`src/design/aug_pkg.sv`:
```
// Shared types and constants of the angle unwrap and gear ratio core.
// Used by every module of the block; no dependencies.
package aug_pkg;

    localparam int ANGLE_BITS    = 32;
    localparam int FRACTION_BITS = 16;
    localparam int TOTAL_BITS    = 64;
    localparam int PERIOD_BITS   = 31;
    localparam int RATIO_BITS    = 32;
    localparam int DELTA_BITS    = 31;
    localparam int CFG_IDX_BITS  = 2;

    localparam int NUM_BITS      = TOTAL_BITS + FRACTION_BITS;
    localparam int DEN_BITS      = 32;
    localparam int DIV_STEPS     = NUM_BITS / 2;
    localparam int DIV_CNT_BITS  = $clog2(DIV_STEPS);

    localparam logic [PERIOD_BITS-1:0] FULL_TURN = PERIOD_BITS'(360 << FRACTION_BITS);
    localparam logic [RATIO_BITS-1:0]  ONE_FIX   = RATIO_BITS'(1 << FRACTION_BITS);
    localparam logic [TOTAL_BITS-1:0]  LIM_POS   = {1'b0, {(TOTAL_BITS-1){1'b1}}};
    localparam logic [TOTAL_BITS-1:0]  LIM_NEG   = {1'b1, {(TOTAL_BITS-1){1'b0}}};

    typedef enum logic [CFG_IDX_BITS-1:0] {
        REG_INPUT_PERIOD  = 2'd0,
        REG_OUTPUT_PERIOD = 2'd1,
        REG_GEAR_RATIO    = 2'd2
    } cfg_index_t;

    typedef struct packed {
        logic                  neg;
        logic [ANGLE_BITS-1:0] mag;
    } sample_item_t;

    typedef struct packed {
        logic                start;
        logic [NUM_BITS-1:0] num;
        logic [DEN_BITS-1:0] den;
    } div_req_t;

    typedef struct packed {
        logic                done;
        logic [NUM_BITS-1:0] quo;
        logic [DEN_BITS-1:0] rem;
    } div_rsp_t;

    typedef enum logic [3:0] {
        BK_IDLE,
        BK_MOD_CUR,
        BK_MOD_PREV,
        BK_STEP,
        BK_DIV_GO,
        BK_DIV,
        BK_OUT_GO,
        BK_MOD_OUT,
        BK_FINISH
    } back_state_t;

endpackage

```
`src/design/angle_unwrap_gear_ratio_core.sv`:
```
// Angle unwrap and electronic gearbox, top level with configuration registers.
// Depends on aug_pkg, aug_front, aug_div and aug_back.
//
// Each sample makes four passes through one shared divider that retires two
// quotient bits per cycle (sample wrap, previous-sample wrap, total by gear
// ratio, output wrap). The work side handles one sample at a time; a two-entry
// queue takes new samples and a result register holds a finished result while
// the next sample is being worked on.
// The first sample after reset only sets the baseline and reports valid_res low.
module angle_unwrap_gear_ratio_core (
    input  logic                                  clk,
    input  logic                                  rst_n,
    input  logic                                  cfg_write,
    input  logic [aug_pkg::CFG_IDX_BITS-1:0]      cfg_index,
    input  logic [aug_pkg::RATIO_BITS-1:0]        cfg_data,
    input  logic                                  sample_valid,
    output logic                                  sample_ready,
    input  logic signed [aug_pkg::ANGLE_BITS-1:0] sample_angle,
    output logic                                  result_valid,
    input  logic                                  result_ready,
    output logic                                  valid_res,
    output logic signed [aug_pkg::DELTA_BITS-1:0] input_delta,
    output logic [aug_pkg::PERIOD_BITS-1:0]       input_wrapped,
    output logic signed [aug_pkg::TOTAL_BITS-1:0] input_total,
    output logic signed [aug_pkg::TOTAL_BITS-1:0] output_total,
    output logic [aug_pkg::PERIOD_BITS-1:0]       output_wrapped,
    output logic signed [aug_pkg::TOTAL_BITS-1:0] output_delta
);
    import aug_pkg::*;

    logic [PERIOD_BITS-1:0] in_period_reg;
    logic [PERIOD_BITS-1:0] out_period_reg;
    logic [RATIO_BITS-1:0]  ratio_reg;
    logic                   q_valid;
    logic                   q_pop;
    sample_item_t           q_item;
    div_req_t               div_req;
    div_rsp_t               div_rsp;

    always_ff @(posedge clk or negedge rst_n)
    begin
        if (!rst_n)
        begin
            in_period_reg  <= FULL_TURN;
            out_period_reg <= FULL_TURN;
            ratio_reg      <= ONE_FIX;
        end
        else if (cfg_write)
        begin
            case (cfg_index_t'(cfg_index))
                REG_INPUT_PERIOD:  in_period_reg  <= cfg_data[PERIOD_BITS-1:0];
                REG_OUTPUT_PERIOD: out_period_reg <= cfg_data[PERIOD_BITS-1:0];
                REG_GEAR_RATIO:    ratio_reg      <= cfg_data;
                default:           ;
            endcase
        end
    end

    aug_front u_front (
        .clk          (clk),
        .rst_n        (rst_n),
        .sample_valid (sample_valid),
        .sample_ready (sample_ready),
        .sample_angle (sample_angle),
        .q_valid      (q_valid),
        .q_item       (q_item),
        .q_pop        (q_pop)
    );

    aug_div u_div (
        .clk   (clk),
        .rst_n (rst_n),
        .req   (div_req),
        .rsp   (div_rsp)
    );

    aug_back u_back (
        .clk            (clk),
        .rst_n          (rst_n),
        .in_period      (in_period_reg),
        .out_period     (out_period_reg),
        .ratio          (ratio_reg),
        .q_valid        (q_valid),
        .q_item         (q_item),
        .q_pop          (q_pop),
        .div_req        (div_req),
        .div_rsp        (div_rsp),
        .result_valid   (result_valid),
        .result_ready   (result_ready),
        .valid_res      (valid_res),
        .input_delta    (input_delta),
        .input_wrapped  (input_wrapped),
        .input_total    (input_total),
        .output_total   (output_total),
        .output_wrapped (output_wrapped),
        .output_delta   (output_delta)
    );

    a_pop_needs_item: assert property (@(posedge clk) disable iff (!rst_n)
        q_pop |-> q_valid)
        else $error("queue popped while empty");

    a_baseline_zero_delta: assert property (@(posedge clk) disable iff (!rst_n)
        (result_valid && !valid_res) |-> (input_delta == '0 && output_delta == '0))
        else $error("baseline result carries a nonzero delta");

    a_baseline_total_pos: assert property (@(posedge clk) disable iff (!rst_n)
        (result_valid && !valid_res) |-> !input_total[TOTAL_BITS-1])
        else $error("baseline input total is negative");

    a_div_start_idle: assert property (@(posedge clk) disable iff (!rst_n)
        div_req.start |=> !div_rsp.done)
        else $error("divider finished right after a start");

endmodule

```
`src/design/aug_front.sv`:
```
// Input side: takes samples, splits them into sign and magnitude, queues them.
// Depends on aug_pkg.
module aug_front (
    input  logic                        clk,
    input  logic                        rst_n,
    input  logic                        sample_valid,
    output logic                        sample_ready,
    input  logic signed [aug_pkg::ANGLE_BITS-1:0] sample_angle,
    output logic                        q_valid,
    output aug_pkg::sample_item_t       q_item,
    input  logic                        q_pop
);
    import aug_pkg::*;

    sample_item_t entry_reg [2];
    logic         wr_ptr_reg, wr_ptr_next;
    logic         rd_ptr_reg, rd_ptr_next;
    logic [1:0]   count_reg, count_next;
    logic         push;
    sample_item_t new_item;

    assign sample_ready = (count_reg != 2'd2);
    assign push         = sample_valid && sample_ready;
    assign q_valid      = (count_reg != 2'd0);
    assign q_item       = entry_reg[rd_ptr_reg];

    always_comb
    begin
        new_item.neg = sample_angle[ANGLE_BITS-1];
        new_item.mag = new_item.neg ? (~sample_angle + 1'b1) : sample_angle;
        wr_ptr_next  = push ? ~wr_ptr_reg : wr_ptr_reg;
        rd_ptr_next  = q_pop ? ~rd_ptr_reg : rd_ptr_reg;
        count_next   = count_reg + {1'b0, push} - {1'b0, q_pop};
    end

    always_ff @(posedge clk)
    begin
        if (push)
        begin
            entry_reg[wr_ptr_reg] <= new_item;
        end
    end

    always_ff @(posedge clk or negedge rst_n)
    begin
        if (!rst_n)
        begin
            wr_ptr_reg <= 1'b0;
            rd_ptr_reg <= 1'b0;
            count_reg  <= 2'd0;
        end
        else
        begin
            wr_ptr_reg <= wr_ptr_next;
            rd_ptr_reg <= rd_ptr_next;
            count_reg  <= count_next;
        end
    end

endmodule

```
`src/design/aug_div.sv`:
```
// Shared unsigned restoring divider, two quotient bits per cycle.
// Depends on aug_pkg.
module aug_div (
    input  logic              clk,
    input  logic              rst_n,
    input  aug_pkg::div_req_t req,
    output aug_pkg::div_rsp_t rsp
);
    import aug_pkg::*;

    logic [NUM_BITS-1:0]     num_reg, num_next;
    logic [NUM_BITS-1:0]     quo_reg, quo_next;
    logic [DEN_BITS-1:0]     den_reg, den_next;
    logic [DEN_BITS-1:0]     rem_reg, rem_next;
    logic [DIV_CNT_BITS-1:0] cnt_reg, cnt_next;
    logic                    busy_reg, busy_next;
    logic                    done_reg, done_next;
    logic [DEN_BITS:0]       t1, t2;
    logic [DEN_BITS-1:0]     r1;
    logic                    b1, b2;

    always_comb
    begin
        t1 = {rem_reg, num_reg[NUM_BITS-1]};
        b1 = (t1 >= {1'b0, den_reg});
        r1 = b1 ? DEN_BITS'(t1 - {1'b0, den_reg}) : t1[DEN_BITS-1:0];
        t2 = {r1, num_reg[NUM_BITS-2]};
        b2 = (t2 >= {1'b0, den_reg});

        num_next  = num_reg;
        quo_next  = quo_reg;
        den_next  = den_reg;
        rem_next  = rem_reg;
        cnt_next  = cnt_reg;
        busy_next = busy_reg;
        done_next = 1'b0;
        if (busy_reg)
        begin
            num_next = {num_reg[NUM_BITS-3:0], 2'b00};
            quo_next = {quo_reg[NUM_BITS-3:0], b1, b2};
            rem_next = b2 ? DEN_BITS'(t2 - {1'b0, den_reg}) : t2[DEN_BITS-1:0];
            cnt_next = cnt_reg - 1'b1;
            if (cnt_reg == '0)
            begin
                busy_next = 1'b0;
                done_next = 1'b1;
            end
        end
        else if (req.start)
        begin
            num_next  = req.num;
            den_next  = req.den;
            quo_next  = '0;
            rem_next  = '0;
            cnt_next  = DIV_CNT_BITS'(DIV_STEPS - 1);
            busy_next = 1'b1;
        end
    end

    always_ff @(posedge clk)
    begin
        num_reg <= num_next;
        quo_reg <= quo_next;
        den_reg <= den_next;
        rem_reg <= rem_next;
        cnt_reg <= cnt_next;
    end

    always_ff @(posedge clk or negedge rst_n)
    begin
        if (!rst_n)
        begin
            busy_reg <= 1'b0;
            done_reg <= 1'b0;
        end
        else
        begin
            busy_reg <= busy_next;
            done_reg <= done_next;
        end
    end

    assign rsp.done = done_reg;
    assign rsp.quo  = quo_reg;
    assign rsp.rem  = rem_reg;

endmodule

```
`src/design/aug_back.sv`:
```
// Work side: wraps, unwraps, accumulates, gears and holds the result register.
// Depends on aug_pkg; drives the shared divider aug_div.
module aug_back (
    input  logic                                 clk,
    input  logic                                 rst_n,
    input  logic [aug_pkg::PERIOD_BITS-1:0]      in_period,
    input  logic [aug_pkg::PERIOD_BITS-1:0]      out_period,
    input  logic [aug_pkg::RATIO_BITS-1:0]       ratio,
    input  logic                                 q_valid,
    input  aug_pkg::sample_item_t                q_item,
    output logic                                 q_pop,
    output aug_pkg::div_req_t                    div_req,
    input  aug_pkg::div_rsp_t                    div_rsp,
    output logic                                 result_valid,
    input  logic                                 result_ready,
    output logic                                 valid_res,
    output logic signed [aug_pkg::DELTA_BITS-1:0] input_delta,
    output logic [aug_pkg::PERIOD_BITS-1:0]      input_wrapped,
    output logic signed [aug_pkg::TOTAL_BITS-1:0] input_total,
    output logic signed [aug_pkg::TOTAL_BITS-1:0] output_total,
    output logic [aug_pkg::PERIOD_BITS-1:0]      output_wrapped,
    output logic signed [aug_pkg::TOTAL_BITS-1:0] output_delta
);
    import aug_pkg::*;

    back_state_t             state_reg, state_next;
    logic                    sneg_reg, sneg_next;
    logic                    qneg_reg, qneg_next;
    logic [PERIOD_BITS-1:0]  cur_reg, cur_next;
    logic [PERIOD_BITS-1:0]  prev_reg, prev_next;
    logic [PERIOD_BITS:0]    step_reg, step_next;
    logic [TOTAL_BITS-1:0]   itotal_reg, itotal_next;
    logic [TOTAL_BITS-1:0]   gtotal_reg, gtotal_next;
    logic [TOTAL_BITS-1:0]   gprev_reg, gprev_next;
    logic [PERIOD_BITS-1:0]  owrap_reg, owrap_next;
    logic                    base_reg, base_next;
    logic [PERIOD_BITS-1:0]  last_reg, last_next;
    logic                    out_valid_reg, out_valid_next;
    logic                    res_valid_reg, res_valid_next;
    logic [DELTA_BITS-1:0]   res_idelta_reg, res_idelta_next;
    logic [PERIOD_BITS-1:0]  res_iwrap_reg, res_iwrap_next;
    logic [TOTAL_BITS-1:0]   res_itotal_reg, res_itotal_next;
    logic [TOTAL_BITS-1:0]   res_gtotal_reg, res_gtotal_next;
    logic [PERIOD_BITS-1:0]  res_owrap_reg, res_owrap_next;
    logic [TOTAL_BITS-1:0]   res_odelta_reg, res_odelta_next;

    logic [PERIOD_BITS-1:0]  pin, pout, mrem;
    logic [RATIO_BITS-1:0]   r_eff, r_mag;
    logic [PERIOD_BITS+1:0]  diff, twice, pin_ext;
    logic [TOTAL_BITS:0]     sum, dsum;
    logic [TOTAL_BITS-1:0]   t_mag, g_mag, lim, q_mag, g_new;
    logic                    over;
    logic [TOTAL_BITS-1:0]   odelta;

    always_comb
    begin
        pin     = (in_period == '0) ? FULL_TURN : in_period;
        pout    = (out_period == '0) ? FULL_TURN : out_period;
        mrem    = div_rsp.rem[PERIOD_BITS-1:0];
        r_eff   = (ratio == '0) ? ONE_FIX : ratio;
        r_mag   = r_eff[RATIO_BITS-1] ? (~r_eff + 1'b1) : r_eff;
        t_mag   = itotal_reg[TOTAL_BITS-1] ? (~itotal_reg + 1'b1) : itotal_reg;
        g_mag   = gtotal_reg[TOTAL_BITS-1] ? (~gtotal_reg + 1'b1) : gtotal_reg;
        pin_ext = {2'b00, pin};

        diff  = {2'b00, cur_reg} - {2'b00, prev_reg};
        twice = {diff[PERIOD_BITS:0], 1'b0};
        if ($signed(twice) > $signed(pin_ext))
        begin
            diff = diff - pin_ext;
        end
        else if ($signed(twice) < -$signed(pin_ext))
        begin
            diff = diff + pin_ext;
        end

        sum = {itotal_reg[TOTAL_BITS-1], itotal_reg}
            + {{(TOTAL_BITS-PERIOD_BITS){diff[PERIOD_BITS]}}, diff[PERIOD_BITS:0]};

        lim   = qneg_reg ? LIM_NEG : LIM_POS;
        over  = (div_rsp.quo[NUM_BITS-1:TOTAL_BITS] != '0)
             || (div_rsp.quo[TOTAL_BITS-1:0] > lim);
        q_mag = over ? lim : div_rsp.quo[TOTAL_BITS-1:0];
        g_new = qneg_reg ? (~q_mag + 1'b1) : q_mag;

        dsum = {gtotal_reg[TOTAL_BITS-1], gtotal_reg} - {gprev_reg[TOTAL_BITS-1], gprev_reg};
        if (dsum[TOTAL_BITS] != dsum[TOTAL_BITS-1])
        begin
            odelta = dsum[TOTAL_BITS] ? LIM_NEG : LIM_POS;
        end
        else
        begin
            odelta = dsum[TOTAL_BITS-1:0];
        end
    end

    always_comb
    begin
        state_next      = state_reg;
        sneg_next       = sneg_reg;
        qneg_next       = qneg_reg;
        cur_next        = cur_reg;
        prev_next       = prev_reg;
        step_next       = step_reg;
        itotal_next     = itotal_reg;
        gtotal_next     = gtotal_reg;
        gprev_next      = gprev_reg;
        owrap_next      = owrap_reg;
        base_next       = base_reg;
        last_next       = last_reg;
        out_valid_next  = out_valid_reg && !result_ready;
        res_valid_next  = res_valid_reg;
        res_idelta_next = res_idelta_reg;
        res_iwrap_next  = res_iwrap_reg;
        res_itotal_next = res_itotal_reg;
        res_gtotal_next = res_gtotal_reg;
        res_owrap_next  = res_owrap_reg;
        res_odelta_next = res_odelta_reg;
        q_pop           = 1'b0;
        div_req.start   = 1'b0;
        div_req.num     = '0;
        div_req.den     = '0;

        unique case (state_reg)
            BK_IDLE:
            begin
                if (q_valid)
                begin
                    q_pop         = 1'b1;
                    sneg_next     = q_item.neg;
                    div_req.start = 1'b1;
                    div_req.num   = NUM_BITS'(q_item.mag);
                    div_req.den   = DEN_BITS'(pin);
                    state_next    = BK_MOD_CUR;
                end
            end
            BK_MOD_CUR:
            begin
                if (div_rsp.done)
                begin
                    cur_next      = (sneg_reg && mrem != '0) ? (pin - mrem) : mrem;
                    div_req.start = 1'b1;
                    div_req.num   = NUM_BITS'(last_reg);
                    div_req.den   = DEN_BITS'(pin);
                    state_next    = BK_MOD_PREV;
                end
            end
            BK_MOD_PREV:
            begin
                if (div_rsp.done)
                begin
                    prev_next  = mrem;
                    state_next = BK_STEP;
                end
            end
            BK_STEP:
            begin
                if (base_reg)
                begin
                    step_next = diff[PERIOD_BITS:0];
                    if (sum[TOTAL_BITS] != sum[TOTAL_BITS-1])
                    begin
                        itotal_next = sum[TOTAL_BITS] ? LIM_NEG : LIM_POS;
                    end
                    else
                    begin
                        itotal_next = sum[TOTAL_BITS-1:0];
                    end
                end
                else
                begin
                    step_next   = '0;
                    itotal_next = TOTAL_BITS'(cur_reg);
                end
                state_next = BK_DIV_GO;
            end
            BK_DIV_GO:
            begin
                qneg_next     = itotal_reg[TOTAL_BITS-1] ^ r_eff[RATIO_BITS-1];
                div_req.start = 1'b1;
                div_req.num   = {t_mag, {FRACTION_BITS{1'b0}}};
                div_req.den   = DEN_BITS'(r_mag);
                state_next    = BK_DIV;
            end
            BK_DIV:
            begin
                if (div_rsp.done)
                begin
                    gprev_next  = base_reg ? gtotal_reg : g_new;
                    gtotal_next = g_new;
                    state_next  = BK_OUT_GO;
                end
            end
            BK_OUT_GO:
            begin
                div_req.start = 1'b1;
                div_req.num   = NUM_BITS'(g_mag);
                div_req.den   = DEN_BITS'(pout);
                state_next    = BK_MOD_OUT;
            end
            BK_MOD_OUT:
            begin
                if (div_rsp.done)
                begin
                    owrap_next = (gtotal_reg[TOTAL_BITS-1] && mrem != '0) ? (pout - mrem) : mrem;
                    state_next = BK_FINISH;
                end
            end
            BK_FINISH:
            begin
                if (!out_valid_reg || result_ready)
                begin
                    out_valid_next  = 1'b1;
                    res_valid_next  = base_reg;
                    res_idelta_next = step_reg[DELTA_BITS-1:0];
                    res_iwrap_next  = cur_reg;
                    res_itotal_next = itotal_reg;
                    res_gtotal_next = gtotal_reg;
                    res_owrap_next  = owrap_reg;
                    res_odelta_next = base_reg ? odelta : '0;
                    base_next       = 1'b1;
                    last_next       = cur_reg;
                    state_next      = BK_IDLE;
                end
            end
            default:
            begin
                state_next = BK_IDLE;
            end
        endcase
    end

    always_ff @(posedge clk)
    begin
        sneg_reg       <= sneg_next;
        qneg_reg       <= qneg_next;
        cur_reg        <= cur_next;
        prev_reg       <= prev_next;
        step_reg       <= step_next;
        gprev_reg      <= gprev_next;
        owrap_reg      <= owrap_next;
        res_valid_reg  <= res_valid_next;
        res_idelta_reg <= res_idelta_next;
        res_iwrap_reg  <= res_iwrap_next;
        res_itotal_reg <= res_itotal_next;
        res_gtotal_reg <= res_gtotal_next;
        res_owrap_reg  <= res_owrap_next;
        res_odelta_reg <= res_odelta_next;
    end

    always_ff @(posedge clk or negedge rst_n)
    begin
        if (!rst_n)
        begin
            state_reg     <= BK_IDLE;
            base_reg      <= 1'b0;
            last_reg      <= '0;
            itotal_reg    <= '0;
            gtotal_reg    <= '0;
            out_valid_reg <= 1'b0;
        end
        else
        begin
            state_reg     <= state_next;
            base_reg      <= base_next;
            last_reg      <= last_next;
            itotal_reg    <= itotal_next;
            gtotal_reg    <= gtotal_next;
            out_valid_reg <= out_valid_next;
        end
    end

    assign result_valid   = out_valid_reg;
    assign valid_res      = res_valid_reg;
    assign input_delta    = res_idelta_reg;
    assign input_wrapped  = res_iwrap_reg;
    assign input_total    = res_itotal_reg;
    assign output_total   = res_gtotal_reg;
    assign output_wrapped = res_owrap_reg;
    assign output_delta   = res_odelta_reg;

endmodule

```
`config.mk`:
```
export PLATFORM = sky130hd
export DESIGN_NAME = angle_unwrap_gear_ratio_core
export DESIGN_NICKNAME = d
export VERILOG_FILES = /design/src/design/aug_pkg.sv /design/src/design/angle_unwrap_gear_ratio_core.sv /design/src/design/aug_front.sv /design/src/design/aug_div.sv /design/src/design/aug_back.sv
export SDC_FILE = /design/constraint.sdc
export NUM_CORES = 2
export LEC_CHECK = 0
export BUFFER_PORTS_ARGS = -buffer_cell sky130_fd_sc_hd__buf_2
export CAP_MARGIN = 20
export CORE_MARGIN = 10
export CORE_UTILIZATION = 35
export DETAILED_ROUTE_END_ITERATION = 8
export GPL_TIMING_DRIVEN = 0
export HOLD_SLACK_MARGIN = 0.08
export MAX_ROUTING_LAYER = met4
export PLACE_DENSITY_LB_ADDON = 0.3
export RECOVER_POWER = 25
export SLEW_MARGIN = 10
export SYNTH_ARGS = -nofsm -noshare
export SYNTH_HDL_FRONTEND = slang
export SYNTH_HIERARCHICAL = 1
export SYNTH_SLANG_ARGS = --single-unit
```
`constraint.sdc`:
```
create_clock -name clk -period 27.1 [get_ports clk]
set_input_delay 5.42 -clock clk [delete_from_list [all_inputs] [get_ports clk]]
set_output_delay 5.42 -clock clk [all_outputs]
set_load 0.01 [all_outputs]
```
==> flow_summary.json <==
{
  "post-route-period-util_pct": 47.09,
  "start_kind": "flop",
  "synth-seq-cells": 1037,
  "io_buffers": 357,
  "cts.sinks": 1037,
  "avgRoutedWirePerCell_um": 27.46,
  "reg2reg_slack_ps": 14340,
  "cts_setup_buffers": 0,
  "layout-area-overhead-vs-synth_pct": 13.97,
  "rsz0062_at_grt": "no",
  "fin_worst_skew_ps": 41.29,
  "cp.required_ps": 27760,
  "first_global_vias": 57310,
  "hold_viol": 0,
  "crit_family": "compound AO/OA/AOI/OAI gates",
  "fp.dieW_um": 464.0,
  "hold_path.class": "flop to flop",
  "setup_tns_ps": 0,
  "start_util_pct": 35.28,
  "cts_tree": "built",
  "final_cell_mix": "edfxtp_1, o21ai_0, nand2_1, ha_1, a21oi_1",
  "overflow": 0,
  "irDropWorstVdd_mv": 0.07909,
  "synth_async_sr_flop_share_pct": 25.55,
  "rr_startpoint": "u_back/cur_reg[0]",
  "cts_root_buffer": "clkbuf_16",
  "relSlewSlack_pct": -44.50,
  "synth_cells": 7106,
  "cp-startpoint": "u_back/cur_reg[0]",
  "cts_resized": 0,
  "drv_slew": 180,
  "worst-path-buf-inv": 5,
  "min_path_cells": 0,
  "critPathKind": "flop to flop",
  "num_io_pins": 359,
  "max_freq_mhz": 78.35,
  "design_power_total_uw": 8014,
  "cp_max_fo": 10,
  "crit_path_max_incr_delay_ps": 960,
  "syn_area_um2": 69010,
  "antenna_found_initial": 17,
  "tightest_slew_ps": 2167,
  "synth_edf_count": 770,
  "grt_pass1_wl_um": 406400,
  "holdBufCountCts": 0,
  "drt_iter0_drc": 6582,
  "setup.worst_path.end_class": "flop",
  "synth_cell_types": 113,
  "clock_latency_ps": 800,
  "drive_above_1_share_pct": 11.37,
  "core_area_um2": 195600,
  "path_depth": 38,
  "drv_cap": 6,
  "violations": "capacitance limit, slew limit",
  "syn-num-nets": 7664,
  "final_common_cell": "edfxtp_1",
  "vias": 60560,
  "status": "finished with violations",
  "cpMaxStageDelayCell": "o311ai_0",
  "r2r-end": "u_back/itotal_reg[61]",
  "reg2regPathDepth": 38,
  "grt_max_degree": 103,
  "p_leak_uw": 0.03133,
  "postSynthAreaPerCell_um2": 9.712,
  "setup_viol": 0,
  "via_per_inst": 5.849,
  "clockBufferDepth": 3,
  "ys.flop_type": "edfxtp_1",
  "finalNetCount": 8170,
  "critPathCapture": "u_back/itotal_reg[61]",
  "yosysWarnings": 6,
  "drt_first_pass_iters": 6,
  "grt_use_total_pct": 25.88,
  "power_density_nw_per_um2": 101.9,
  "cts_made_buffers": 116,
  "die_area_um2": 215300,
  "ys_seq_area_share_pct": 43.19,
  "drcViolationCount": 0,
  "period_needed_ps": 12760,
  "rows": 162,
  "path_clk_slew_ps": 60,
  "hpwl_um": 225100,
  "drt_wl_total_um": 284300,
  "arrival_ps": 13420,
  "htree_levels": 3,
  "die_h_um": 464.0,
  "drtAntennaViolNets": 0,
  "gp_congestion": 1.012
}
==> metal layers <==
layer | routed length (µm) | GRT usage, % | part of all wire, %
met5 | 0 | - | 0
met1 | 117400 | 32.25 | 41
met3 | 18270 | 3.206 | 6.4
met2 | 131500 | 41.25 | 46
met4 | 17080 | 13.28 | 6.0
==> cell families (layout without fill, tap and decap cells) <==
family                   Yosys count  after routing  synth area share (%)
XOR/XNOR                         446            446                 5.660
other                              1             16              0.005434
multiplexers                     205            205                 3.291
flip-flops                      1037           1037                 43.19
AO/OA/AOI/OAI                   2209           2209                 20.63
adder cells (fa/ha/maj)          488            488                 8.942
buffers and inverters            705           1313                 3.927
AND/OR/NAND/NOR                 2015           2015                 14.35
==> synth_stat cells, drive strengths merged (16+ instances only) <==
| library cell | n | area [µm²] |
|---|---|---|
| nand3 | 140 | 705.7 |
| mux2i | 30 | 300.3 |
| and3 | 52 | 325.3 |
| or2 | 32 | 202.7 |
| o41ai | 49 | 478.0 |
| a31o | 16 | 140.1 |
| xnor2 | 206 | 1804 |
| a22o | 87 | 762.0 |
| a22oi | 56 | 420.4 |
| inv | 326 | 1224 |
| dfrtp | 256 | 6406 |
| a211oi | 66 | 495.5 |
| or4 | 51 | 397.9 |
| nor4 | 80 | 543.0 |
| buf | 35 | 192.7 |
| nor2b | 55 | 344.1 |
| ha | 478 | 5981 |
| o21ai | 705 | 3528 |
| o21a | 71 | 533.0 |
| a21oi | 457 | 2291 |
| clkbuf | 342 | 1286 |
| o21bai | 49 | 367.9 |
| nand2b | 68 | 425.4 |
| nand2 | 677 | 2544 |
| o311ai | 18 | 165.2 |
| and2 | 111 | 694.4 |
| xor2 | 240 | 2102 |
| mux2 | 175 | 1971 |
| o211a | 20 | 200.2 |
| o31ai | 98 | 749.5 |
| nor2 | 390 | 1464 |
| o22ai | 65 | 412.9 |
| o211ai | 38 | 285.3 |
| a21o | 168 | 1261 |
| edfxtp | 770 | 23120 |
| or3 | 77 | 491.7 |
| nor3 | 140 | 710.7 |
| a31oi | 49 | 306.5 |
| nand4 | 73 | 462.9 |
==> cell type report <==
| class | count | area [µm²] |
|---|---|---|
| plain buffers | 377 | 1485 |
| repair buffers | 388 | 2262 |
| clock buffers | 150 | 3237 |
| flip-flops and latches | 1037 | 29800 |
| diodes | 15 | 37.54 |
| well taps | 2624 | 3283 |
| multi-input cells | 5364 | 36560 |
| fillers | 19270 | 116900 |
| inverters | 328 | 1239 |
| clock inverters | 70 | 750.7 |
==> through the flow <==
stage	hold slack [ps]	setup WS (ps)	utilization (%)	cells	cell area, µm²
floorplan	400.3	12510	-	7106	69010
global placement	404.3	7870	37.87	10090	74080
detailed placement	405.1	14610	38.20	10120	74710
CTS	421.9	14530	40.23	10340	78700
global route	424.8	14030	40.20	10340	78630
finish	419.0	14340	40.21	10350	78650
==> power by group <==
group	switching [µW]	leakage, µW	internal, µW	total (µW)
Sequential	511	0.0105	2120	2630
Combinational	2330	0.0189	1400	3730
Clock	708	0.00194	944	1650
==> worst min-delay path by stage <==
stage                               startpoint                         to  slack, ps
final                     u_back/owrap_reg[10]  u_back/output_wrapped[10]        420
after global routing       u_back/step_reg[15]     u_back/input_delta[15]        420
after CTS                  u_back/step_reg[30]     u_back/input_delta[30]        420
after global placement      u_back/step_reg[2]      u_back/input_delta[2]        400
after detailed placement   u_back/owrap_reg[7]   u_back/output_wrapped[7]        410
after floorplan             u_back/step_reg[0]      u_back/input_delta[0]        400
Power figures use the tool's default switching activity.
